**config.mk**
```make
export PLATFORM = sky130hd
export DESIGN_NAME = ple_cell
export DESIGN_NICKNAME = d
export VERILOG_FILES = /design/src/sv/ple_pkg.sv /design/src/sv/ple_cell.sv
export SDC_FILE = /design/constraint.sdc
export NUM_CORES = 1
export LEC_CHECK = 0
export CAP_MARGIN = 25
export CORE_MARGIN = 3
export CORE_UTILIZATION = 30
export CTS_CLUSTER_DIAMETER = 150
export DETAILED_ROUTE_END_ITERATION = 16
export DONT_BUFFER_PORTS = 1
export GPL_TIMING_DRIVEN = 0
export HOLD_SLACK_MARGIN = 0.12
export PLACE_DENSITY = 0.51
export SLEW_MARGIN = 20
export SYNTH_ARGS = -nofsm -noshare
export SYNTH_HDL_FRONTEND = slang
export SYNTH_SLANG_ARGS = --single-unit
```
**constraint.sdc**
```tcl
create_clock -name clk -period 2.8 [get_ports clk]
set_input_delay 0 -clock clk [delete_from_list [all_inputs] [get_ports clk]]
set_output_delay 0 -clock clk [all_outputs]
set_load 0.02 [all_outputs]
```
**src/sv/ple_pkg.sv**
```systemverilog
// ----------------------------------------------------------------------------
// ple_pkg: shared types and constants of the positional list engine
// Sizes, field widths, request and status codes, per-cell control.
// ----------------------------------------------------------------------------
package ple_pkg;

  localparam int CAPACITY   = 64;
  localparam int DATA_WIDTH = 32;

  localparam int MODE_W     = 2;
  localparam int POS_W      = 7;
  localparam int VALUE_W    = 32;
  localparam int STATUS_W   = 2;
  localparam int FIDX_W     = 6;
  localparam int COUNT_W    = 7;

  localparam int IDX_W      = (CAPACITY > 1) ? $clog2(CAPACITY) : 1;
  localparam int CNT_W      = $clog2(CAPACITY + 1);
  localparam int CMP_W      = (POS_W > CNT_W) ? POS_W : CNT_W;

  typedef enum logic [MODE_W-1:0] {
    MODE_INSERT = 2'd0,
    MODE_ERASE  = 2'd1,
    MODE_FIND   = 2'd2
  } mode_t;

  typedef enum logic [STATUS_W-1:0] {
    STATUS_OK      = 2'd0,
    STATUS_FULL    = 2'd1,
    STATUS_BAD_POS = 2'd2,
    STATUS_EMPTY   = 2'd3
  } status_t;

  typedef enum logic [1:0] {
    CELL_HOLD,
    CELL_INSERT,
    CELL_ERASE
  } cell_op_t;

  typedef struct packed {
    cell_op_t              op;
    logic [POS_W-1:0]      pos;
    logic [DATA_WIDTH-1:0] word;
  } cell_ctl_t;

  typedef enum logic [0:0] {
    ST_IDLE,
    ST_SCAN
  } state_t;

endpackage

```
**src/sv/ple_cell.sv**
```systemverilog
// ----------------------------------------------------------------------------
// ple_cell: one list slot
// Holds one entry, takes a neighbor's word on insert or erase shifts and
// compares its entry with the search key.
// ----------------------------------------------------------------------------
module ple_cell (
  input  logic                           clk,
  input  logic [ple_pkg::IDX_W-1:0]      cell_idx,
  input  ple_pkg::cell_ctl_t             ctl,
  input  logic [ple_pkg::DATA_WIDTH-1:0] left_data,
  input  logic [ple_pkg::DATA_WIDTH-1:0] right_data,
  input  logic [ple_pkg::DATA_WIDTH-1:0] key,
  output logic [ple_pkg::DATA_WIDTH-1:0] data,
  output logic                           match
);
  import ple_pkg::*;

  logic [DATA_WIDTH-1:0] data_r;
  logic [DATA_WIDTH-1:0] data_nxt;
  logic [CMP_W-1:0]      idx_x;
  logic [CMP_W-1:0]      pos_x;

  assign idx_x = CMP_W'(cell_idx);
  assign pos_x = CMP_W'(ctl.pos);

  always_comb begin
    data_nxt = data_r;
    case (ctl.op)
      CELL_INSERT: begin
        // slots above the target move up, the target takes the new word
        if (idx_x > pos_x) begin
          data_nxt = left_data;
        end else if (idx_x == pos_x) begin
          data_nxt = ctl.word;
        end
      end
      CELL_ERASE: begin
        if (idx_x >= pos_x) begin
          data_nxt = right_data;
        end
      end
      default: data_nxt = data_r;
    endcase
  end

  always_ff @(posedge clk) begin
    data_r <= data_nxt;
  end

  assign data  = data_r;
  assign match = (data_r == key);

endmodule

```
### Word level (Yosys, flattened, before mapping)

Cells that the tools add are included.

| storage, ports and cells | value |
|---|---|
| input bits | 144 |
| output and inout port bits | 33 |
| word-level logic and storage cells | 15 |
| bits in latches | 0 |
| ROM bits | 0 |
| register bits after elaboration | 32 |
| memories kept | 0 |
| RAM bits | 0 |

| cells by class | value |
|---|---|
| reduce and logical (&&, ||, !) cells | 2 |
| magnitude comparators | 2 |
| add/sub/neg operators | 0 |
| equal/unequal tests | 6 |
| $mul | 0 |
| bitwise logic cells | 0 |
| mux-type cells | 4 |
| divide/modulo/power cells | 0 |
| shift operators | 0 |

Operator list:

| kind | count |
|---|---|
| $mux 32 | 3 |
| $pmux 32 s2 | 1 |
| $eq 32x32->1 | 1 |
| $eq 6x7->1 | 1 |
| $ge 6x7->1 | 1 |
| $gt 6x7->1 | 1 |
| $ne 3x3->1 const B | 1 |
| $reduce_and 3->1 | 1 |
| $eq 2x1->1 const B | 1 |
| $eq 2x2->1 const B | 1 |
| $ne 2x2->1 const B | 1 |
| $reduce_bool 2->1 | 1 |

### Longest topological paths before layout

| logic depth | value |
|---|---|
| depth in word-level cells | 4 |
| depth in mapped cells | 8 |
| gate-level depth less buffers | 6 |

### Worst setup path after synthesis

OpenSTA, ideal clock, no wires.

| path | value |
|---|---|
| kind | input port to flip-flop |
| from | input port ctl[36] in the netlist's numbering |
| to | register data_r[0], in the netlist data[0], enable pin |
| stages | 5 |
| arrival time | 2,200 ps |
| slack | 169 ps |
| setup time | 432 ps |
| cells stage by stage | inv_1 -> ha_1 -> and4b_1 -> a21oi_1 -> a21oi_1 |

| on the way | value |
|---|---|
| word-level cells in the longest chain between the ends | 3 |
| elaborated cells on any way between the ends | 6 |

Ends and longest elaborated chain:

| item | RTL line | source |
|---|---|---|
| start: declaration | ple_cell.sv:9 | `input ple_pkg::cell_ctl_t ctl,` |
| $gt 6x7->1, or another cell as far along | ple_cell.sv:31 | `if (idx_x > pos_x) begin` |
| $ne 3x3->1 (no source line) or $ne 2x2->1 (tied branches) | - |  |
| $reduce_and 3->1 (no source line) * | - |  |
| end signal: assignment | ple_cell.sv:47 | `data_r <= data_nxt;` |
| end: declaration | ple_cell.sv:18 | `logic [DATA_WIDTH-1:0] data_r;` |

Mark *: on every way between the ends. The rest lies on a longest branch, timed or not.
A chain may end at the register's enable or synchronous reset.

### Final worst setup path

| path | value |
|---|---|
| from | input port ctl[36] in the netlist's numbering |
| to | register data_r[27], in the netlist data[27] (data pin) |

| on the way | value |
|---|---|
| word-level cells in the longest chain between the ends | 3 |

Ends and longest elaborated chain:

| item | RTL line | source |
|---|---|---|
| $gt 6x7->1 | ple_cell.sv:31 |  |
| $mux 32 | ple_cell.sv:31 |  |
| $pmux 32 s2 | ple_cell.sv:28 | `case (ctl.op)` |
| via data_nxt[27] | ple_cell.sv:19 | `logic [DATA_WIDTH-1:0] data_nxt;` |

The timed path passes the listed nets, and every way through them passes these cells.

==> summary.md <==
| Metric | Value |
|---|---|
| Outcome | finished, final reports clean |
| Final net count | about 500 |
| DRC | 0 |
| Die height | 106.2 µm |
| Post-synthesis cell type count | 27 |
| Required time of the critical path | approximately 2.8 ns |
| Die W | about 110 µm |
| Cell count after placement | between 300 and 400 |
| Max-slew headroom | 43.26% |
| Yosys top cell area share | 31.92% |
| Final setup fails | 0 |
| EDFF count, synth | 32 |
| DR iter-0 viols | around 110 |
| Flops & latches, synth | 32 |
| Sequential area share after synthesis | a little under a third |
| Largest family of logic cells by synthesized area | compound AO/OA/AOI/OAI gates |
| Row count | 35 |
| Worst Hold Class | input pin to flip-flop |
| Initial Utilization | 31.68% |
| Flip-flop count of the largest register after layout | 32 |
| Syn Std Cell Area | approximately 3000 µm² |
| CP endpoint kind | flip-flop |
| Largest net degree at the start of global routing | 19 |
| Worst EP arrival | ~2.2 ns |
| Area share of fa/ha/maj cells after synthesis | between 2 and 2.5% |
| Cell Pwr Density | roughly 380 nW/µm² |
| Syn Area/Cell | between 10 and 15 µm² |
| # clock sinks | 32 |
| Async set or reset register ratio after synthesis | 0% |
| Post-synthesis compound-gate area fraction | 39.07% |
| Clk slew on worst S/H paths | approximately 0.070 ns |
| Global Route Usage Sum | 19.46% |
| Slew Viols, Final | 0 |
| First drt pass iteration count | 4 |
| Vias per cell | ~5.7 |
| Post-Syn Nets | roughly 420 |
| Worst-Margin Slew | 0.8510 ns |
| Share of post-route cells with drive strength above 1 | 26.10% |
| RSZ-0062 raised after global routing | no |
| Antenna violations before repair | 0 |
| CTS root buffer | clkbuf_8 |
| Port Buf Inserts | 0 |
| Synth Area in Simple Gates | 10.31% |
| Routed len/inst | around 24 µm |
| N_diodes | 0 |
| Maximum vdd drop | around 0.00017 V |
| Setup crit start kind | input pin |
| I/O Pins | between 150 and 200 |
| Leading area contributor after synthesis | edfxtp_1 |
| Static leakage | 0.001238 µW |
| Mux contribution to synthesized area | 0% |
| H-tree level count | 2 |
| Synth cell count leaders | 34 x nor2_1, 32 x edfxtp_1, 32 x xor2_1 |
| Final HPWL from detailed placement | ~8.6 mm |
| Die area | about 11000 µm² |
| CTS buffer count | 5 |
| Number of global-route vias before repair | between 2000 and 3000 |
| First-pass GRT wire length | ~17 mm |
| Total gr overflow | 0 |
| Vias after detailed routing | between 2000 and 3000 |
| Period Utilization, post-route | 75.70% |
| Critical path type | input pin to flip-flop |
| Overall routed net length | roughly 11 mm |
| Post-synth top flop | edfxtp_1 |
| MaxCap Viol Count | 0 |
| Yosys Warn Count | 0 |
| Final core utilization | between 40% and 50% |
| Post-Syn Instances | 268 |
| Max Clock Freq | 471.8 MHz |
| Core Area | roughly 9500 µm² |
| Clock Tree Buf Depth | 2 |
| Hold Fails Final Rpt | 0 |
| Final Non-Filler Cells | between 400 and 500 |
| Most common cell in the netlist | nor2_1 |
| Min Hold Slack | slightly below 0.2 ns |
| Min Clock Period, post-route | between 2 and 2.5 ns |
| Layout area overhead | 30.59% |
| Final antenna-violating net count | 0 |
| Worst-path fanout max | 10 |
| Top post-synthesis cells by area | edfxtp_1 32%, a2111oi_2 15%, a211oi_2 12% |
| CTS tree | built |
| RePlAce Congestion | about 0.76 |
| Xor-xnor portion of the synthesized cell area | about a tenth |
-- cells by family (layout without fill, tap and decap cells) --
kind of cell / Yosys count / in the layout
compound gates: 102 / 102
simple gates: 62 / 62
buf+inv: 34 / 107
xor+xnor: 32 / 32
flops: 32 / 32
fa+ha+maj: 6 / 6
-- cell usage in the layout, fill, tap and decap left out --
master / netlist / layout
buf_16: 0 / 1
nor2b_1: 1 / 1
o2bb2ai_1: 25 / 25
o31ai_1: 7 / 7
ha_1: 6 / 6
inv_1: 6 / 6
a211oi_2: 30 / 30
and4_1: 1 / 1
nor2_1: 34 / 34
clkbuf_1: 9 / 11
nand4_1: 3 / 3
edfxtp_1: 32 / 32
buf_6: 9 / 9
or2_2: 1 / 1
and4b_1: 1 / 1
clkinv_1: 0 / 1
dlygate4sd3_1: 0 / 64
nand3_1: 2 / 2
nand2b_1: 9 / 9
a2111oi_2: 30 / 30
o21bai_1: 1 / 1
a21oi_4: 0 / 1
clkbuf_8: 0 / 5
a2111oi_0: 2 / 2
a21oi_1: 3 / 2
xor2_1: 32 / 32
nand3b_1: 1 / 1
buf_2: 10 / 10
a21bo_4: 1 / 1
and2_4: 1 / 1
a211oi_1: 3 / 3
nor4_1: 8 / 8
-- critical path, cell delays in order --
cell and delay, ns:
inv_1 0.02, ha_1 0.29, and4b_1 0.28, and4_1 0.27, buf_6 0.19, buf_2 0.28
o2bb2ai_1 0.17, a211oi_2 0.07, dlygate4sd3_1 0.58
-- stage by stage --
step | area (µm²) | setup WS (ns) | TNS (ns) | power [µW]
2_1_floorplan | 3010 | 0.1685 | 0 | 924.1
3_3_place_gp | 3172 | -1.117 | -35.68 | 1007
3_5_place_dp | 3211 | 0.8680 | 0 | 1018
4_1_cts | 3931 | 0.6425 | 0 | 1497
5_1_grt | 3931 | 0.5407 | 0 | 1563
6_report | 3931 | 0.6804 | 0 | 1484
-- final cells by class --
class                   count  area [µm²]
repair buffers             65       668.1
well taps                 129       161.4
clock buffers               7       76.32
clock inverters             1       3.754
flip-flops and latches     32       960.9
fillers                   943        5572
plain buffers              28       185.2
inverters                   6       22.52
multi-input cells         202        1853
-- path summary, 6_finish.rpt --
check	startpoint	endpoint	slack [ns]	depth (start not counted)
min	ctl[39]	data[4]$_DFFE_PP_	0.20	2
max	ctl[36]	data[27]$_DFFE_PP_	0.68	9
-- power by group --
group          total, µW  switching [µW]  leakage [µW]  internal [µW]
Combinational        479             227      0.000897            252
Clock                351             178     0.0000399            173
Sequential           654            73.8      0.000301            580
-- per-layer routing --
layer | track usage, % | vias up | wire length, µm
met2 | 34.62 | 132 | 5678
li1 | - | 1227 | -
met4 | 4.440 | 0 | 142
met1 | 23.01 | 1288 | 4614
met5 | 0 | - | 0
met3 | 5.707 | 9 | 908
-- timing repair --
action	4_1_cts	5_1_grt
resized for setup	0	0
buffers inserted	0	0
hold buffers	64	0
hold endpoints to repair	32	0
Power figures use the tool's default switching activity.
