$ cat src/sv/ple_pkg.sv
// ----------------------------------------------------------------------------
// ple_pkg: shared types and constants of the positional list engine
// Sizes, field widths, request and status codes, per-cell control.
// ----------------------------------------------------------------------------
package ple_pkg;

  localparam int CAPACITY   = 64;
  localparam int DATA_WIDTH = 32;

  localparam int MODE_W     = 2;
  localparam int POS_W      = 7;
  localparam int VALUE_W    = 32;
  localparam int STATUS_W   = 2;
  localparam int FIDX_W     = 6;
  localparam int COUNT_W    = 7;

  localparam int IDX_W      = (CAPACITY > 1) ? $clog2(CAPACITY) : 1;
  localparam int CNT_W      = $clog2(CAPACITY + 1);
  localparam int CMP_W      = (POS_W > CNT_W) ? POS_W : CNT_W;

  typedef enum logic [MODE_W-1:0] {
    MODE_INSERT = 2'd0,
    MODE_ERASE  = 2'd1,
    MODE_FIND   = 2'd2
  } mode_t;

  typedef enum logic [STATUS_W-1:0] {
    STATUS_OK      = 2'd0,
    STATUS_FULL    = 2'd1,
    STATUS_BAD_POS = 2'd2,
    STATUS_EMPTY   = 2'd3
  } status_t;

  typedef enum logic [1:0] {
    CELL_HOLD,
    CELL_INSERT,
    CELL_ERASE
  } cell_op_t;

  typedef struct packed {
    cell_op_t              op;
    logic [POS_W-1:0]      pos;
    logic [DATA_WIDTH-1:0] word;
  } cell_ctl_t;

  typedef enum logic [0:0] {
    ST_IDLE,
    ST_SCAN
  } state_t;

endpackage

$ cat src/sv/ple_if.sv
// ----------------------------------------------------------------------------
// ple_if: request and result channels of the positional list engine
// Valid/ready channels; an item moves when valid and ready are both high.
// ----------------------------------------------------------------------------
interface ple_in_if;
  import ple_pkg::*;

  logic               valid;
  logic               ready;
  logic [MODE_W-1:0]  mode;
  logic [POS_W-1:0]   position;
  logic [VALUE_W-1:0] value;

  modport source(output valid, output mode, output position, output value, input ready);
  modport sink(input valid, input mode, input position, input value, output ready);
endinterface

interface ple_out_if;
  import ple_pkg::*;

  logic                valid;
  logic                ready;
  logic [STATUS_W-1:0] status;
  logic                found;
  logic [FIDX_W-1:0]   found_index;
  logic [COUNT_W-1:0]  count;

  modport source(output valid, output status, output found, output found_index,
                 output count, input ready);
  modport sink(input valid, input status, input found, input found_index,
               input count, output ready);
endinterface

$ cat src/sv/ple_ctrl.sv
// ----------------------------------------------------------------------------
// ple_ctrl: request sequencer of the positional list engine
// Checks requests, drives the cell row, scans match flags for a find and
// holds the result register.
// ----------------------------------------------------------------------------
module ple_ctrl (
  input  logic                           clk,
  input  logic                           rst_n,
  ple_in_if.sink                         in_ch,
  ple_out_if.source                      out_ch,
  input  logic [ple_pkg::CAPACITY-1:0]   match,
  output ple_pkg::cell_ctl_t             cell_ctl,
  output logic [ple_pkg::DATA_WIDTH-1:0] key
);
  import ple_pkg::*;

  state_t                state_r, state_nxt;
  logic [CNT_W-1:0]      length_r, length_nxt;
  logic [IDX_W-1:0]      scan_r, scan_nxt;
  logic [DATA_WIDTH-1:0] key_r, key_nxt;
  logic                  out_valid_r, out_valid_nxt;
  status_t               status_r, status_nxt;
  logic                  found_r, found_nxt;
  logic [FIDX_W-1:0]     fidx_r, fidx_nxt;
  logic [COUNT_W-1:0]    count_r, count_nxt;

  logic                  in_fire;
  logic                  find_start;
  logic                  scan_hit;
  logic                  scan_end;
  mode_t                 req_mode;
  logic [CMP_W-1:0]      pos_x;
  logic [CMP_W-1:0]      len_x;

  assign in_ch.ready = (state_r == ST_IDLE) && (!out_valid_r || out_ch.ready);
  assign in_fire     = in_ch.valid && in_ch.ready;
  assign req_mode    = mode_t'(in_ch.mode);
  assign pos_x       = CMP_W'(in_ch.position);
  assign len_x       = CMP_W'(length_r);
  assign find_start  = in_fire && (req_mode == MODE_FIND) && (length_r != '0);
  assign scan_hit    = match[scan_r];
  assign scan_end    = (CNT_W'(CNT_W'(scan_r) + CNT_W'(1)) == length_r);

  // next state
  always_comb begin
    state_nxt = state_r;
    unique case (state_r)
      ST_IDLE: if (find_start) state_nxt = ST_SCAN;
      ST_SCAN: if (scan_hit || scan_end) state_nxt = ST_IDLE;
      default: state_nxt = ST_IDLE;
    endcase
  end

  // datapath and outputs
  always_comb begin
    length_nxt    = length_r;
    scan_nxt      = scan_r;
    key_nxt       = key_r;
    out_valid_nxt = out_valid_r && !out_ch.ready;
    status_nxt    = status_r;
    found_nxt     = found_r;
    fidx_nxt      = fidx_r;
    count_nxt     = count_r;
    cell_ctl.op   = CELL_HOLD;
    cell_ctl.pos  = in_ch.position;
    cell_ctl.word = DATA_WIDTH'(in_ch.value);

    unique case (state_r)
      ST_IDLE: begin
        if (in_fire) begin
          out_valid_nxt = 1'b1;
          status_nxt    = STATUS_OK;
          found_nxt     = 1'b0;
          fidx_nxt      = '0;
          case (req_mode)
            MODE_INSERT: begin
              if (length_r >= CNT_W'(CAPACITY)) begin
                status_nxt = STATUS_FULL;
              end else if (pos_x > len_x) begin
                status_nxt = STATUS_BAD_POS;
              end else begin
                cell_ctl.op = CELL_INSERT;
                length_nxt  = CNT_W'(length_r + CNT_W'(1));
              end
            end
            MODE_ERASE: begin
              if (length_r == '0) begin
                status_nxt = STATUS_EMPTY;
              end else if (pos_x >= len_x) begin
                status_nxt = STATUS_BAD_POS;
              end else begin
                cell_ctl.op = CELL_ERASE;
                length_nxt  = CNT_W'(length_r - CNT_W'(1));
              end
            end
            MODE_FIND: begin
              // empty list answers at once, otherwise start the scan
              if (length_r != '0) begin
                out_valid_nxt = 1'b0;
                key_nxt       = DATA_WIDTH'(in_ch.value);
                scan_nxt      = '0;
              end
            end
            default: status_nxt = STATUS_OK;
          endcase
          count_nxt = COUNT_W'(length_nxt);
        end
      end
      ST_SCAN: begin
        if (scan_hit) begin
          out_valid_nxt = 1'b1;
          status_nxt    = STATUS_OK;
          found_nxt     = 1'b1;
          fidx_nxt      = FIDX_W'(scan_r);
          count_nxt     = COUNT_W'(length_r);
        end else if (scan_end) begin
          out_valid_nxt = 1'b1;
          status_nxt    = STATUS_OK;
          found_nxt     = 1'b0;
          fidx_nxt      = '0;
          count_nxt     = COUNT_W'(length_r);
        end else begin
          scan_nxt = IDX_W'(scan_r + IDX_W'(1));
        end
      end
      default: out_valid_nxt = 1'b0;
    endcase
  end

  always_ff @(posedge clk) begin
    if (!rst_n) begin
      state_r     <= ST_IDLE;
      length_r    <= '0;
      out_valid_r <= 1'b0;
    end else begin
      state_r     <= state_nxt;
      length_r    <= length_nxt;
      out_valid_r <= out_valid_nxt;
    end
  end

  always_ff @(posedge clk) begin
    scan_r   <= scan_nxt;
    key_r    <= key_nxt;
    status_r <= status_nxt;
    found_r  <= found_nxt;
    fidx_r   <= fidx_nxt;
    count_r  <= count_nxt;
  end

  assign key                = key_r;
  assign out_ch.valid       = out_valid_r;
  assign out_ch.status      = status_r;
  assign out_ch.found       = found_r;
  assign out_ch.found_index = fidx_r;
  assign out_ch.count       = count_r;

endmodule

$ cat src/flat_wrapper.sv
// flat-port wrapper written by rule: the top's interface ports become plain ports
module ple_ctrl_flat import ple_pkg::*;
  (clk, rst_n, match, cell_ctl, key, in_ch_valid, in_ch_mode, in_ch_position, in_ch_value, in_ch_ready, out_ch_valid, out_ch_status, out_ch_found, out_ch_found_index, out_ch_count, out_ch_ready);
  ple_in_if in_ch_i ();
  ple_out_if out_ch_i ();
  input  logic clk;
  input  logic rst_n;
  input  logic [ple_pkg::CAPACITY-1:0] match;
  output ple_pkg::cell_ctl_t cell_ctl;
  output logic [ple_pkg::DATA_WIDTH-1:0] key;
  input wire logic [$bits(in_ch_i.valid)-1:0] in_ch_valid;
  input wire logic [$bits(in_ch_i.mode)-1:0] in_ch_mode;
  input wire logic [$bits(in_ch_i.position)-1:0] in_ch_position;
  input wire logic [$bits(in_ch_i.value)-1:0] in_ch_value;
  output wire logic [$bits(in_ch_i.ready)-1:0] in_ch_ready;
  output wire logic [$bits(out_ch_i.valid)-1:0] out_ch_valid;
  output wire logic [$bits(out_ch_i.status)-1:0] out_ch_status;
  output wire logic [$bits(out_ch_i.found)-1:0] out_ch_found;
  output wire logic [$bits(out_ch_i.found_index)-1:0] out_ch_found_index;
  output wire logic [$bits(out_ch_i.count)-1:0] out_ch_count;
  input wire logic [$bits(out_ch_i.ready)-1:0] out_ch_ready;
  assign in_ch_i.valid = in_ch_valid;
  assign in_ch_i.mode = in_ch_mode;
  assign in_ch_i.position = in_ch_position;
  assign in_ch_i.value = in_ch_value;
  assign in_ch_ready = in_ch_i.ready;
  assign out_ch_valid = out_ch_i.valid;
  assign out_ch_status = out_ch_i.status;
  assign out_ch_found = out_ch_i.found;
  assign out_ch_found_index = out_ch_i.found_index;
  assign out_ch_count = out_ch_i.count;
  assign out_ch_i.ready = out_ch_ready;
  ple_ctrl u_core (.clk(clk), .rst_n(rst_n), .in_ch(in_ch_i), .out_ch(out_ch_i), .match(match), .cell_ctl(cell_ctl), .key(key));
endmodule
$ cat config.mk
export PLATFORM = sky130hd
export DESIGN_NAME = ple_ctrl_flat
export DESIGN_NICKNAME = d
export VERILOG_FILES = /design/src/sv/ple_pkg.sv /design/src/sv/ple_if.sv /design/src/sv/ple_ctrl.sv /design/src/flat_wrapper.sv
export SDC_FILE = /design/constraint.sdc
export NUM_CORES = 1
export LEC_CHECK = 0
export ABC_AREA = 1
export BUFFER_PORTS_ARGS = -buffer_cell sky130_fd_sc_hd__buf_4
export CORE_UTILIZATION = 47
export CTS_CLUSTER_DIAMETER = 60
export DETAILED_ROUTE_END_ITERATION = 6
export PLACE_DENSITY = 0.91
export SLEW_MARGIN = 20
export SYNTH_ARGS = -nofsm -noshare
export SYNTH_HDL_FRONTEND = slang
export SYNTH_SLANG_ARGS = --single-unit
$ cat constraint.sdc
create_clock -name clk -period 3.7 [get_ports clk]
set_input_delay 0.185 -clock clk [delete_from_list [all_inputs] [get_ports clk]]
set_output_delay 0.185 -clock clk [all_outputs]
set_load 0.005 [all_outputs]
Yosys cells after proc, flatten, opt, wreduce, memory -nomap -nowiden:

Index checks and enable logic that the tools add are counted.
W data, S select, Z words.

* add/sub/neg operators: 4
* $lt $le $gt $ge: 4
* eq/ne operators: 9
* muxes and demuxes: 50
* bitwise logic cells: 1
* reductions and logical operators: 16

Operators with widths (count)
* $mux W7: 7
* $mux W6: 8
* $pmux W7 S2: 2
* $mux W2: 12
* $pmux W6 S2: 2
* $mux W1: 12
* $pmux W2 S2: 3
* $ne A2 B2 Y1 const B: 4
* $add A6 B1 Y7 const B: 1
* $add A7 B1 Y7 const B: 1
* $eq A7 B7 Y1: 1
* $ge A7 B7 Y1: 1
* $ge A7 B7 Y1 const B: 1
* $gt A7 B7 Y1: 1
* $logic_not A7 Y1: 1
* $lt A6 B7 Y1 const B: 1
* $reduce_bool A7 Y1: 1
* $sub A7 B1 Y7 const B: 1
* $add A6 B1 Y6 const B: 1
* $bmux W1 S6: 1
* $pmux W1 S2: 3
* $logic_and A1 B1 Y1: 5
* $reduce_and A5 Y1: 1
* $reduce_and A2 Y1: 2
* other kinds (9): 11

* register bits: 63
* input bits: 109
* output and inout port bits: 91
* logic and storage cells: 93

Logic depth before layout (Yosys ltp):

Gate-level depths: netlist (run 1).

* depth in word-level cells: 8
* gate-level depth with buffers: 15
* depth with buffers taken out: 15

Worst setup path before layout (run 1):

No wires, ideal clock.

* path type: register to register
* start: register u_core.length_r[0], in the netlist u_core.len_x[0]
* end: register u_core.scan_r[0], enable pin
* setup time: 0.320 ns
* arrival: 2.827 ns
* required time: 3.380 ns
* path slack: 0.553 ns
* cell stages (with the launch flop): 8
* buffers on the path: 0
* period minus slack after synthesis: 3.147 ns
* path through: dfxtp_1 inv_1 ha_1 nand3_1 nand3_1 nor2_1 inv_1 nand2_1

* cells in the longest elaborated chain, start to end: 3
* elaborated cells on any way between the ends: 5
* those cells by class: eq/ne (3); reduce/logical (2)

RTL lines
* from (decl): line ple_ctrl.sv:18 `logic [CNT_W-1:0] length_r, length_nxt;`
* from (signal assigned): line ple_ctrl.sv:137 `length_r <= length_nxt;`
* $eq A7 B7 Y1 or $reduce_bool A7 Y1 (tied branches): line ple_ctrl.sv:42, ple_ctrl.sv:98
* $ne A2 B2 Y1 (no line)
* $reduce_and A5 Y1 (no line) (*)
* to (signal assigned): line ple_ctrl.sv:143 `scan_r <= scan_nxt;`
* to (decl): line ple_ctrl.sv:19 `logic [IDX_W-1:0] scan_r, scan_nxt;`

Mark *: on every way between the ends. The rest lies on a longest branch, timed or not.
A chain may end at the register's enable or synchronous reset.

Final worst setup path (run 1):

* start: register u_core.scan_r[1]
* end: register u_core.status_r[0], in the netlist u_core.out_ch.status[0], enable pin

* cells in the longest elaborated chain, start to end: 4
* elaborated cells on any way between the ends: 6
* those cells by class: add/sub (1); eq/ne (2); mux (2); reduce/logical (1)

RTL lines
* $add A6 B1 Y7 or $bmux W1 S6 (tied branches): line ple_ctrl.sv:42, ple_ctrl.sv:41
* $eq A7 B7 Y1 or $mux W1 (tied branches): line ple_ctrl.sv:42, ple_ctrl.sv:41
* $ne A3 B3 Y1 (no line) (*)
* $reduce_and A2 Y1 (no line) (*)
* to (signal assigned): line ple_ctrl.sv:145 `status_r <= status_nxt;`
* to (decl): line ple_ctrl.sv:22 `status_t status_r, status_nxt;`

Mark *: on every way between the ends. The rest lies on a longest branch, timed or not. The select of a mux whose other input is x is not followed.

==> results of run 1 <==
[worst reg2reg max path, stage by stage (launching register included)]
cell and delay, ns:
edfxtp_1 0.69, ha_1 0.35, nand3_1 0.11, nand2_1 0.08, nand2_1 0.10, xor2_1 0.16
nor2_1 0.10, nand3_1 0.07, nand2_1 0.07, inv_2 0.05, nand2_4 0.07, o21a_1 0.57
[report_power, final]
part	internal (mW)	leakage, nW	switching (mW)	total [mW]
Sequential	0.827	0.584	0.0350	0.862
Combinational	0.231	2.08	0.263	0.494
Clock	0.449	0.120	0.267	0.716
[state kept, by name (all words and copies together) (netlist names)]
register / flops
u_core.out_ch.count: 7
u_core.state_r: 1
u_core.key: 32
u_core.scan_r: 6
u_core.out_ch.status: 2
u_core.len_x: 7
u_core.out_ch.valid: 1
u_core.out_ch.found_index: 6
u_core.out_ch.found: 1
[cell type report]
type / instances / area (sq um)
multi-input combinational: 345 / 1710
timing repair buffer: 201 / 1510
sequential: 63 / 1800
tap: 105 / 131
clock inverter: 7 / 120
inverter: 50 / 198
clock buffer: 9 / 124
fill: 696 / 2750
[stage by stage]
stage | worst slack [ns] | power, mW | utilization [%] | std cells
2_1_floorplan | 0.553 | 1.15 | - | 512
3_3_place_gp | 1.04 | 1.35 | 64.1 | 764
3_5_place_dp | 0.903 | 1.37 | 64.1 | 764
4_1_cts | 0.889 | 2.08 | 67.1 | 780
5_1_grt | 0.678 | 2.18 | 67.1 | 780
6_report | 0.898 | 2.07 | 67.1 | 780
[cells by family after synthesis]
kind of cell             synth area share [%]
AND/OR/NAND/NOR                          31.1
XOR/XNOR                                 2.12
flip-flops                               43.6
buffers and inverters                    15.0
adder cells (fa/ha/maj)                  3.33
AO/OA/AOI/OAI                            4.79
[synth_stat cells]
library cell	instances	area, sq um
nand2_1	166	623
nand3_1	68	340
edfxtp_1	54	1620
buf_4	43	323
inv_1	38	143
a21oi_1	23	115
nor2_1	22	82.6
ha_1	11	138
inv_2	10	37.5
dfxtp_1	9	180
nand4_1	9	56.3
xor2_1	7	61.3
buf_6	6	67.6
nor2_2	6	37.5
o21ai_1	5	25.0
a31oi_1	3	18.8
clkbuf_1	3	11.3
nand2_2	3	18.8
nand2_4	3	33.8
nand3_2	3	30.0
nor2_4	3	33.8
o21ai_0	3	15.0
xnor2_1	3	26.3
nor3_1	2	10.0
a21oi_2	1	8.76
buf_2	1	5.00
buf_8	1	15.0
inv_4	1	6.26
inv_8	1	11.3
nand4_2	1	12.5
nor4_1	1	6.26
o211ai_1	1	7.51
o21a_1	1	7.51
[routing by layer]
metal  vias to the layer above  track usage, %  wire, microns
met1                      1868            28.9           4220
met2                       235            44.8           6120
li1                       1963               -              -
met3                        29            4.90            918
met4                         0            10.6            268
met5                         -               0              0
[worst min-delay path by stage]
| stage | from | to | slack, ns | cells after the start |
|---|---|---|---|---|
| 2_1_floorplan | in_ch_value[0] | u_core.key[0] | 0.28 | 0 |
| 3_3_place_gp | in_ch_value[30] | u_core.key[30] | 0.37 | 1 |
| 3_5_place_dp | in_ch_value[31] | u_core.key[31] | 0.38 | 1 |
| 4_1_cts | in_ch_value[31] | u_core.key[31] | 0.02 | 1 |
| 5_1_grt | in_ch_value[0] | u_core.key[0] | 0.01 | 1 |
| 6_report | in_ch_value[0] | u_core.key[0] | 0.04 | 1 |
==> impl_metrics.env, run 1 <==
export IMPL_synth_warnings=0
export IMPL_period_minus_slack_ns=2.80
export IMPL_hp_class="in -> reg"
export IMPL_cts_resized=0
export IMPL_drv_cap=0
export IMPL_yosysSeqAreaShare_pct=43.6
export IMPL_outcome="completed"
export IMPL_rsz0062_at_grt="false"
export IMPL_avgSynthCellArea_sq_um=8.06
export IMPL_cp_common_cell="nand2_1"
export IMPL_peakVddDrop_v=0.000220
export IMPL_synth_cells=512
export IMPL_dieHeight_microns=95.7
export IMPL_wirelength_microns=11500
export IMPL_grt_max_degree=36
export IMPL_reg2reg_to="u_core.out_ch.status[0]"
export IMPL_fp_dieW_microns=95.7
export IMPL_fmax_mhz=357
export IMPL_grt_pass1_vias=3885
export IMPL_r2r_start="u_core.scan_r[1]"
export IMPL_final_hold_viol_count=0
export IMPL_core_sq_mm=0.00834
export IMPL_crit_required_ns=3.66
export IMPL_path_delay_family="flip-flops"
export IMPL_cts_hold_buf=0
export IMPL_cp_max_fo=16
export IMPL_portBuffers=199
export IMPL_final_setup_tns_ns=0
export IMPL_power_density_mw_per_mm2=371
export IMPL_overflow=0
export IMPL_place_area_sq_mm=0.00535
export IMPL_rrSetupSlack_ns=0.90
export IMPL_design_area_sq_mm=0.00559
export IMPL_fin_nets=790
export IMPL_finalSetupViolCount=0
export IMPL_fp_row_count=33
export IMPL_drt_first_pass_iters=5
export IMPL_period_share_pct=75.7
export IMPL_cpPeakStageDelay_ns=0.69
export IMPL_ios=200
export IMPL_viasPerCell=5.25
export IMPL_wire_per_inst_microns=14.8
export IMPL_ys_ff_latch=63
export IMPL_cp_arrival_ns=2.76
export IMPL_cp_end_kind="flip-flop"
export IMPL_vias=4095
export IMPL_worstSetupPathType="reg -> reg"
export IMPL_crit_path_start_kind="flip-flop"
export IMPL_holdWs_ns=0.0355
export IMPL_grt_use_total_pct=25.0
export IMPL_cts_buffers=9
export IMPL_drt_iter0_drc=256
export IMPL_startpoint="u_core.scan_r[1]"
export IMPL_ant_nets=0
export IMPL_final_cell_mix="201 x buf_4, 166 x nand2_1, 68 x nand3_1, 54 x edfxtp_1, 38 x inv_1"
export IMPL_ff2ff_path_depth=11
export IMPL_relSlewSlack_pct=54.0
export IMPL_cts_root_buf="clkbuf_8"
export IMPL_layout_drive_gt1_share_pct=37.0
export IMPL_grt_pass1_wl_microns=17500
export IMPL_crit_path_top_delay_cell="edfxtp_1"
export IMPL_antenna_cells=0
export IMPL_cts_sinks=63
export IMPL_antenna_found_initial=0
export IMPL_syn_to_final_growth_pct=35.5
export IMPL_clock_latency_ns=0.33
export IMPL_gp_congestion=0.910
export IMPL_skew_ns=0.00647
export IMPL_synthDistinctLibCells=33
export IMPL_crit_buf_inv=1
export IMPL_dieArea_sq_mm=0.00916
export IMPL_cts_max_level=3
export IMPL_layout_cells_most_common="buf_4"
export IMPL_synth_cell_area_sq_mm=0.00413
export IMPL_worstSetupPathDepth=11
export IMPL_clockBufferDepth=2
export IMPL_syn_nets=632
export IMPL_endpoint="u_core.out_ch.status[0]"
export IMPL_path_clk_slew_ns=0.07
export IMPL_drv_slew=0
export IMPL_start_util_pct=49.5
export IMPL_drc=0
export IMPL_dp_hpwl_microns=9060
export IMPL_post_cts_buffers=0
export IMPL_crit_chain="ha_1, nand3_1, nand2_1, nand2_1, xor2_1, nor2_1, nand3_1, nand2_1, inv_2, nand2_4, o21a_1"
export IMPL_p_leak_nw=2.78
export IMPL_tightest_slew_ns=0.689
export IMPL_cts_tree="done"
Note: power is estimated with default switching activity, not from simulation.
==> run 2, diff against run 1 <==
--- a/config.mk
+++ b/config.mk
@@ -7,10 +7,10 @@
 export LEC_CHECK = 0
 export ABC_AREA = 1
 export BUFFER_PORTS_ARGS = -buffer_cell sky130_fd_sc_hd__buf_4
-export CORE_UTILIZATION = 47
+export CORE_UTILIZATION = 42
 export CTS_CLUSTER_DIAMETER = 60
 export DETAILED_ROUTE_END_ITERATION = 6
-export PLACE_DENSITY = 0.91
+export PLACE_DENSITY = 0.87
 export SLEW_MARGIN = 20
 export SYNTH_ARGS = -nofsm -noshare
 export SYNTH_HDL_FRONTEND = slang
==> constraint.sdc (replaced) <==
create_clock -name clk -period 2.5 [get_ports clk]
set_input_delay 0.125 -clock clk [delete_from_list [all_inputs] [get_ports clk]]
set_output_delay 0.125 -clock clk [all_outputs]
set_load 0.005 [all_outputs]
==> run 2 against run 1 <==
Compared with the run above:
- count of clock-buffer cells in the layout stayed put
- die area is 12% higher
- clock power is 42% higher
- setup slack worse by 0.70 ns
- flip-flop and latch count stayed put
- highest routed layer unchanged
- final cell count is 9.1% higher
- clock skew is 0.011 ns higher
- hold slack worse by 0.0064 ns
- wire length is 11% higher
- core utilization is 2.3 points lower
- non-clock buffer count is 47 higher
- sequential share of layout area is 2.5 points lower
==> impl_metrics.env, run 2 (same netlist as run 1, synthesis figures left out) <==
export IMPL_relSlewSlack_pct=65.5
export IMPL_dieHeight_microns=101
export IMPL_period_share_pct=91.9
export IMPL_layout_cells_most_common="buf_4"
export IMPL_core_sq_mm=0.00937
export IMPL_drc=0
export IMPL_nFillCells=762
export IMPL_cts_tree="done"
export IMPL_wire_per_inst_microns=15.1
export IMPL_crit_path_start_kind="flip-flop"
export IMPL_finalSetupViolCount=0
export IMPL_p_sw_mw=0.909
export IMPL_ff_latch_area_sq_mm=0.00180
export IMPL_wirelength_microns=12800
export IMPL_grt_pass1_vias=4074
export IMPL_grt_max_degree=36
export IMPL_cts_root_buf="clkbuf_8"
export IMPL_rsz0062_at_grt="false"
export IMPL_cp_arrival_ns=2.17
export IMPL_fp_dieW_microns=101
export IMPL_outcome="completed"
export IMPL_peakVddDrop_v=0.000383
export IMPL_fin_nets=837
export IMPL_drt_iter0_drc=235
export IMPL_syn_to_final_growth_pct=47.0
export IMPL_antenna_cells=0
export IMPL_sequentialPowerShare_pct=40.4
export IMPL_final_hold_viol_count=0
export IMPL_ant_nets=0
export IMPL_drv_slew=0
export IMPL_p_clk_share_pct=32.7
export IMPL_start_util_pct=44.1
export IMPL_portBuffers=199
export IMPL_gp_congestion=0.953
export IMPL_layout_drive_gt1_share_pct=36.8
export IMPL_hp_class="in -> reg"
export IMPL_skew_ns=0.0176
export IMPL_cts_max_level=3
export IMPL_crit_required_ns=2.38
export IMPL_clockBufferDepth=2
export IMPL_grt_use_total_pct=24.6
export IMPL_period_minus_slack_ns=2.30
export IMPL_worstSetupPathType="reg -> out"
export IMPL_grt_pass1_wl_microns=19300
export IMPL_overflow=0
export IMPL_dp_hpwl_microns=9270
export IMPL_largest_reg_flops=32
export IMPL_cts_sinks=63
export IMPL_fp_row_count=35
export IMPL_p_comb_share_pct=26.9
export IMPL_fmax_mhz=435
export IMPL_power_density_mw_per_mm2=513
export IMPL_antenna_found_initial=0
export IMPL_viasPerCell=5.00
export IMPL_final_cell_mix="214 x buf_4, 166 x nand2_1, 68 x nand3_1, 54 x edfxtp_1, 38 x inv_1"
export IMPL_cts_buffers=9
export IMPL_internal_power_mw=2.21
export IMPL_vias=4251
export IMPL_swShare_pct=29.2
export IMPL_multi_input_area_sq_mm=0.00172
export IMPL_p_leak_nw=2.99
export IMPL_clock_latency_ns=0.35
export IMPL_path_clk_slew_ns=0.08
export IMPL_drv_cap=0
export IMPL_tightest_slew_ns=0.515
export IMPL_final_setup_tns_ns=0
export IMPL_cp_end_kind="output port"
export IMPL_holdWs_ns=0.0292
export IMPL_dieArea_sq_mm=0.0102
export IMPL_cp_max_fo=9
export IMPL_ios=200
export IMPL_drt_first_pass_iters=6
[run 2: cell type report]
cell class              count  area share (%)
multi-input cells         345            28.3
inverters                  50            3.26
repair buffers            248            32.4
well taps                 129            2.66
clock buffers               9            2.04
clock inverters             7            1.65
flip-flops and latches     63            29.7
[run 2: per-stage QoR]
step           area (sq um)  std cells  setup WS, ns  utilization (%)  power [mW]
2_1_floorplan          4140        512         0.203                -        1.71
3_3_place_gp           5520        803         0.343             58.9        2.04
6_report               6070        851         0.203             64.8        3.11
4_1_cts                6070        851         0.123             64.7        3.11
3_5_place_dp           5520        803         0.255             58.9        2.06
5_1_grt                6070        851       0.00975             64.8        3.25
[run 2: critical path: stages, from the launching register on]
cell	delay, ns
dfxtp_2	0.40
inv_2	0.05
ha_1	0.26
nand2_1	0.08
inv_1	0.04
a21oi_1	0.22
nand2_1	0.14
nand2_2	0.19
nand2_2	0.11
nor3_1	0.19
buf_4	0.15
[run 2: path summary, 6_finish.rpt]
kind | startpoint | end | slack [ns] | cells after the start
setup / recovery | u_core.len_x[5] | cell_ctl[39] | 0.20 | 10
hold / removal | rst_n | u_core.len_x[0] | 0.03 | 3
setup reg to reg | u_core.scan_r[0] | u_core.out_ch.count[2] | 0.21 | 13
hold reg to reg | u_core.len_x[0] | u_core.len_x[0] | 0.63 | 2
[run 2: routing by layer]
layer | wire (microns) | GRT usage [%]
met5 | 0 | 0
met4 | 340 | 8.47
met3 | 821 | 4.90
met2 | 6760 | 45.5
met1 | 4900 | 28.1
[run 2: repair_timing]
action	4_1_cts	5_1_grt
setup endpoints to repair	0	1
hold buffers	32	0
resized for setup	0	1
endpoints found under the hold margin	32	0
setup buffers	0	0
[run 2: power by group through the flow]
| stage | logic (mW) | clock network (mW) | registers, mW |
|---|---|---|---|
| 4_1_cts | 0.825 | 1.03 | 1.26 |
| 3_3_place_gp | 0.766 | 0 | 1.28 |
| 6_report | 0.838 | 1.02 | 1.26 |
| 3_5_place_dp | 0.781 | 0 | 1.28 |
| 2_1_floorplan | 0.426 | 0 | 1.28 |
| 5_1_grt | 0.916 | 1.07 | 1.26 |
==> run 3, diff against run 2 <==
--- a/config.mk
+++ b/config.mk
@@ -5,12 +5,12 @@
 export SDC_FILE = /design/constraint.sdc
 export NUM_CORES = 1
 export LEC_CHECK = 0
-export ABC_AREA = 1
+export ABC_AREA = 0
 export BUFFER_PORTS_ARGS = -buffer_cell sky130_fd_sc_hd__buf_4
 export CORE_UTILIZATION = 42
 export CTS_CLUSTER_DIAMETER = 60
 export DETAILED_ROUTE_END_ITERATION = 6
-export PLACE_DENSITY = 0.87
+export PLACE_DENSITY = 0.88
 export SLEW_MARGIN = 20
 export SYNTH_ARGS = -nofsm -noshare
 export SYNTH_HDL_FRONTEND = slang
==> run 3 against run 2 <==
Compared with the run above:
- the run now ends with negative setup slack left
- via count down 8.6%
- final cell count down 17%
- clock skew is 0.0041 ns lower
- flip-flop and latch count unchanged
- hold slack got worse by 0.014 ns
- sequential share of layout area shrank 1.1 points
- setup slack worse by 0.34 ns
- critical endpoint is now u_core.scan_r[2]
- largest power group unchanged
==> impl_metrics.env, run 3 <==
export IMPL_fin_nets=715
export IMPL_peakVddDrop_v=0.000314
export IMPL_grt_pass1_wl_microns=20000
export IMPL_tightest_slew_ns=0.496
export IMPL_finalSetupViolCount=24
export IMPL_ios=200
export IMPL_total_power_mw=2.62
export IMPL_final_setup_tns_ns=-2.25
export IMPL_ys_top_cells_by_count="54 x edfxtp_1, 40 x buf_4, 30 x nor2_1"
export IMPL_cts_tree="done"
export IMPL_synth_xor_area_share_pct=3.09
export IMPL_antenna_found_initial=0
export IMPL_final_cell_mix="244 x buf_4, 54 x edfxtp_1, 31 x dlygate4sd3_1, 29 x nor2_1, 18 x nand2_1"
export IMPL_met3_usage_pct=4.54
export IMPL_cts_sinks=63
export IMPL_synth_area_leader_cell="edfxtp_1"
export IMPL_outcome="complete, but fails checks"
export IMPL_synth_top_family_by_area="simple AND/OR/NAND/NOR gates"
export IMPL_ys_ff_latch=63
export IMPL_path_clk_slew_ns=0.07
export IMPL_largest_reg_flops=32
export IMPL_cp_end_kind="flip-flop"
export IMPL_synth_edf_count=54
export IMPL_wirelength_microns=13300
export IMPL_synth_compound_area_share_pct=11.5
export IMPL_dieArea_sq_mm=0.00975
export IMPL_grt_use_total_pct=27.0
export IMPL_final_util_pct=70.9
export IMPL_crit_required_ns=2.54
export IMPL_violations="negative setup slack"
export IMPL_viasPerCell=5.49
export IMPL_setup_ws_ns=-0.140
export IMPL_vias=3886
export IMPL_synth_cells=360
export IMPL_grt_pass1_vias=3865
export IMPL_period_minus_slack_ns=2.64
export IMPL_overflow=0
export IMPL_stdcell_count=708
export IMPL_multi_input_area_sq_mm=0.00184
export IMPL_core_sq_mm=0.00889
export IMPL_clockBufferDepth=2
export IMPL_cp_arrival_ns=2.68
export IMPL_cts_buffers=9
export IMPL_synth_cell_area_sq_mm=0.00393
export IMPL_cts_root_buf="clkbuf_8"
export IMPL_skew_ns=0.0135
export IMPL_drv_cap=0
export IMPL_period_share_pct=106
export IMPL_fp_row_count=34
export IMPL_synth_top_area_share_pct=41.2
export IMPL_synth_area_leaders="edfxtp_1 41%, buf_4 7.6%, dfxtp_1 4.6%"
export IMPL_synthMuxAreaShare_pct=10.0
export IMPL_rsz0062_at_grt="true"
export IMPL_nFillCells=616
export IMPL_top_usage_layer="met2"
export IMPL_clock_latency_ns=0.33
export IMPL_async_flop_share_pct=0
export IMPL_syn_to_final_growth_pct=60.4
export IMPL_final_hold_viol_count=0
export IMPL_layout_drive_gt1_share_pct=52.0
export IMPL_layout_cells_most_common="buf_4"
export IMPL_yosysSeqAreaShare_pct=45.8
export IMPL_relSlewSlack_pct=66.7
export IMPL_ant_nets=0
export IMPL_ff_latch_area_sq_mm=0.00180
export IMPL_grt_use_met2_pct=50.7
export IMPL_drc=0
export IMPL_power_density_mw_per_mm2=415
export IMPL_yosys_area_share_simple_pct=14.3
export IMPL_syn_nets=480
export IMPL_cpPeakStageDelay_ns=0.52
export IMPL_start_util_pct=44.2
export IMPL_portBuffers=199
export IMPL_wire_per_inst_microns=18.8
export IMPL_p_leak_nw=2.76
export IMPL_crit_path_top_delay_cell="mux4_2"
export IMPL_crit_chain="buf_12, buf_6, mux4_2, nand2_2, nand4_1, a32o_2, a221oi_4, or2_4"
export IMPL_synthAdderAreaFrac_pct=3.50
export IMPL_fp_dieW_microns=98.7
export IMPL_hp_class="in -> reg"
export IMPL_avgSynthCellArea_sq_um=10.9
export IMPL_synthDistinctLibCells=60
export IMPL_worstSetupPathType="reg -> reg"
export IMPL_crit_path_start_kind="flip-flop"
export IMPL_use_met1_pct=30.1
export IMPL_dp_cells=648
export IMPL_synth_warnings=0
export IMPL_cts_max_level=3
export IMPL_drt_first_pass_iters=5
export IMPL_cp_max_fo=11
export IMPL_dp_hpwl_microns=9640
export IMPL_dieHeight_microns=98.7
export IMPL_antenna_cells=0
export IMPL_ys_flop_type="edfxtp_1"
export IMPL_fmax_mhz=379
export IMPL_gp_congestion=0.957
export IMPL_grt_max_degree=34
export IMPL_drt_iter0_drc=286
export IMPL_yosysMostFrequentCell="edfxtp_1"
export IMPL_drv_slew=0
run 3: cell types whose count changed in the layout (fill, tap and decap cells not counted), sizes merged, moves of 6 or more:
| cell | previous run | this run |
|---|---|---|
| a21oi | 24 | 16 |
| and2 | 0 | 6 |
| buf | 216 | 251 |
| inv | 54 | 18 |
| mux2i | 0 | 6 |
| mux4 | 0 | 12 |
| nand2 | 172 | 19 |
| nand3 | 71 | 14 |
| nor3 | 2 | 8 |
| xnor2 | 3 | 11 |
run 3: final timing paths:
check | startpoint | end | slack (ns) | cells after the start
worst min register to register | u_core.out_ch.valid | u_core.out_ch.valid | 0.55 | 2
worst max-delay path | u_core.scan_r[0] | u_core.scan_r[2] | -0.14 | 8
worst min-delay path | in_ch_value[29] | u_core.key[29] | 0.02 | 1
worst max register to register | u_core.scan_r[0] | u_core.scan_r[2] | -0.14 | 8
run 3: report_power, final:
group          total [mW]  switching, mW  internal (mW)
clock network       0.980          0.411          0.569
registers            1.17        0.00677           1.16
logic               0.474          0.187          0.288
run 3: per-stage QoR:
step / setup slack (ns) / area, sq um / hold WS (ns)
2_1_floorplan: -0.0584 / 3970 / 0.224
3_3_place_gp: -0.159 / 5500 / 0.312
3_5_place_dp: -0.287 / 5500 / 0.316
4_1_cts: -0.0384 / 6160 / 0.00781
5_1_grt: -0.205 / 6300 / 0.000845
6_report: -0.140 / 6300 / 0.0154
run 3: layout make-up:
class	count	area share, %
tap	108	2.14
timing repair buffer	282	35.5
clock inverter	6	1.49
multi-input combinational	221	29.1
inverter	18	1.11
clock buffer	10	2.02
sequential	63	28.6
run 3: logic make-up (layout without fill, tap and decap cells):
family                     after synthesis  after routing
muxes                                   22             22
xor gates and xnor gates                13             13
and+or+nand+nor                        112            112
DFF                                     63             63
buffers and inverters                   76            316
AOI/OAI and AO/OA                       63             63
adders and majority gates               11             11
run 3: timing repair:
item | CTS | global route
resized for setup | 17 | 20
hold buffers | 31 | 0
endpoints found under the hold margin | 31 | 0
pin swaps | 4 | 7
setup endpoints to repair | 27 | 32
setup buffers | 6 | 7
run 3: layer usage:
metal  share of wire, %  routed length (microns)  up-vias
li1                   -                        -     1765
met1                 36                     4810     1859
met2                 53                     7070      222
met3                7.4                      977       40
met4                3.2                      423        0
met5                  0                        0        -
run 3: critical path, delay by kind of cell (launching register included):
family | cells | cell delay [ns]
and+or+nand+nor | 3 | 0.48
buffers and inverters | 2 | 0.27
muxes | 1 | 0.52
DFF | 1 | 0.43
AOI/OAI and AO/OA | 2 | 0.66
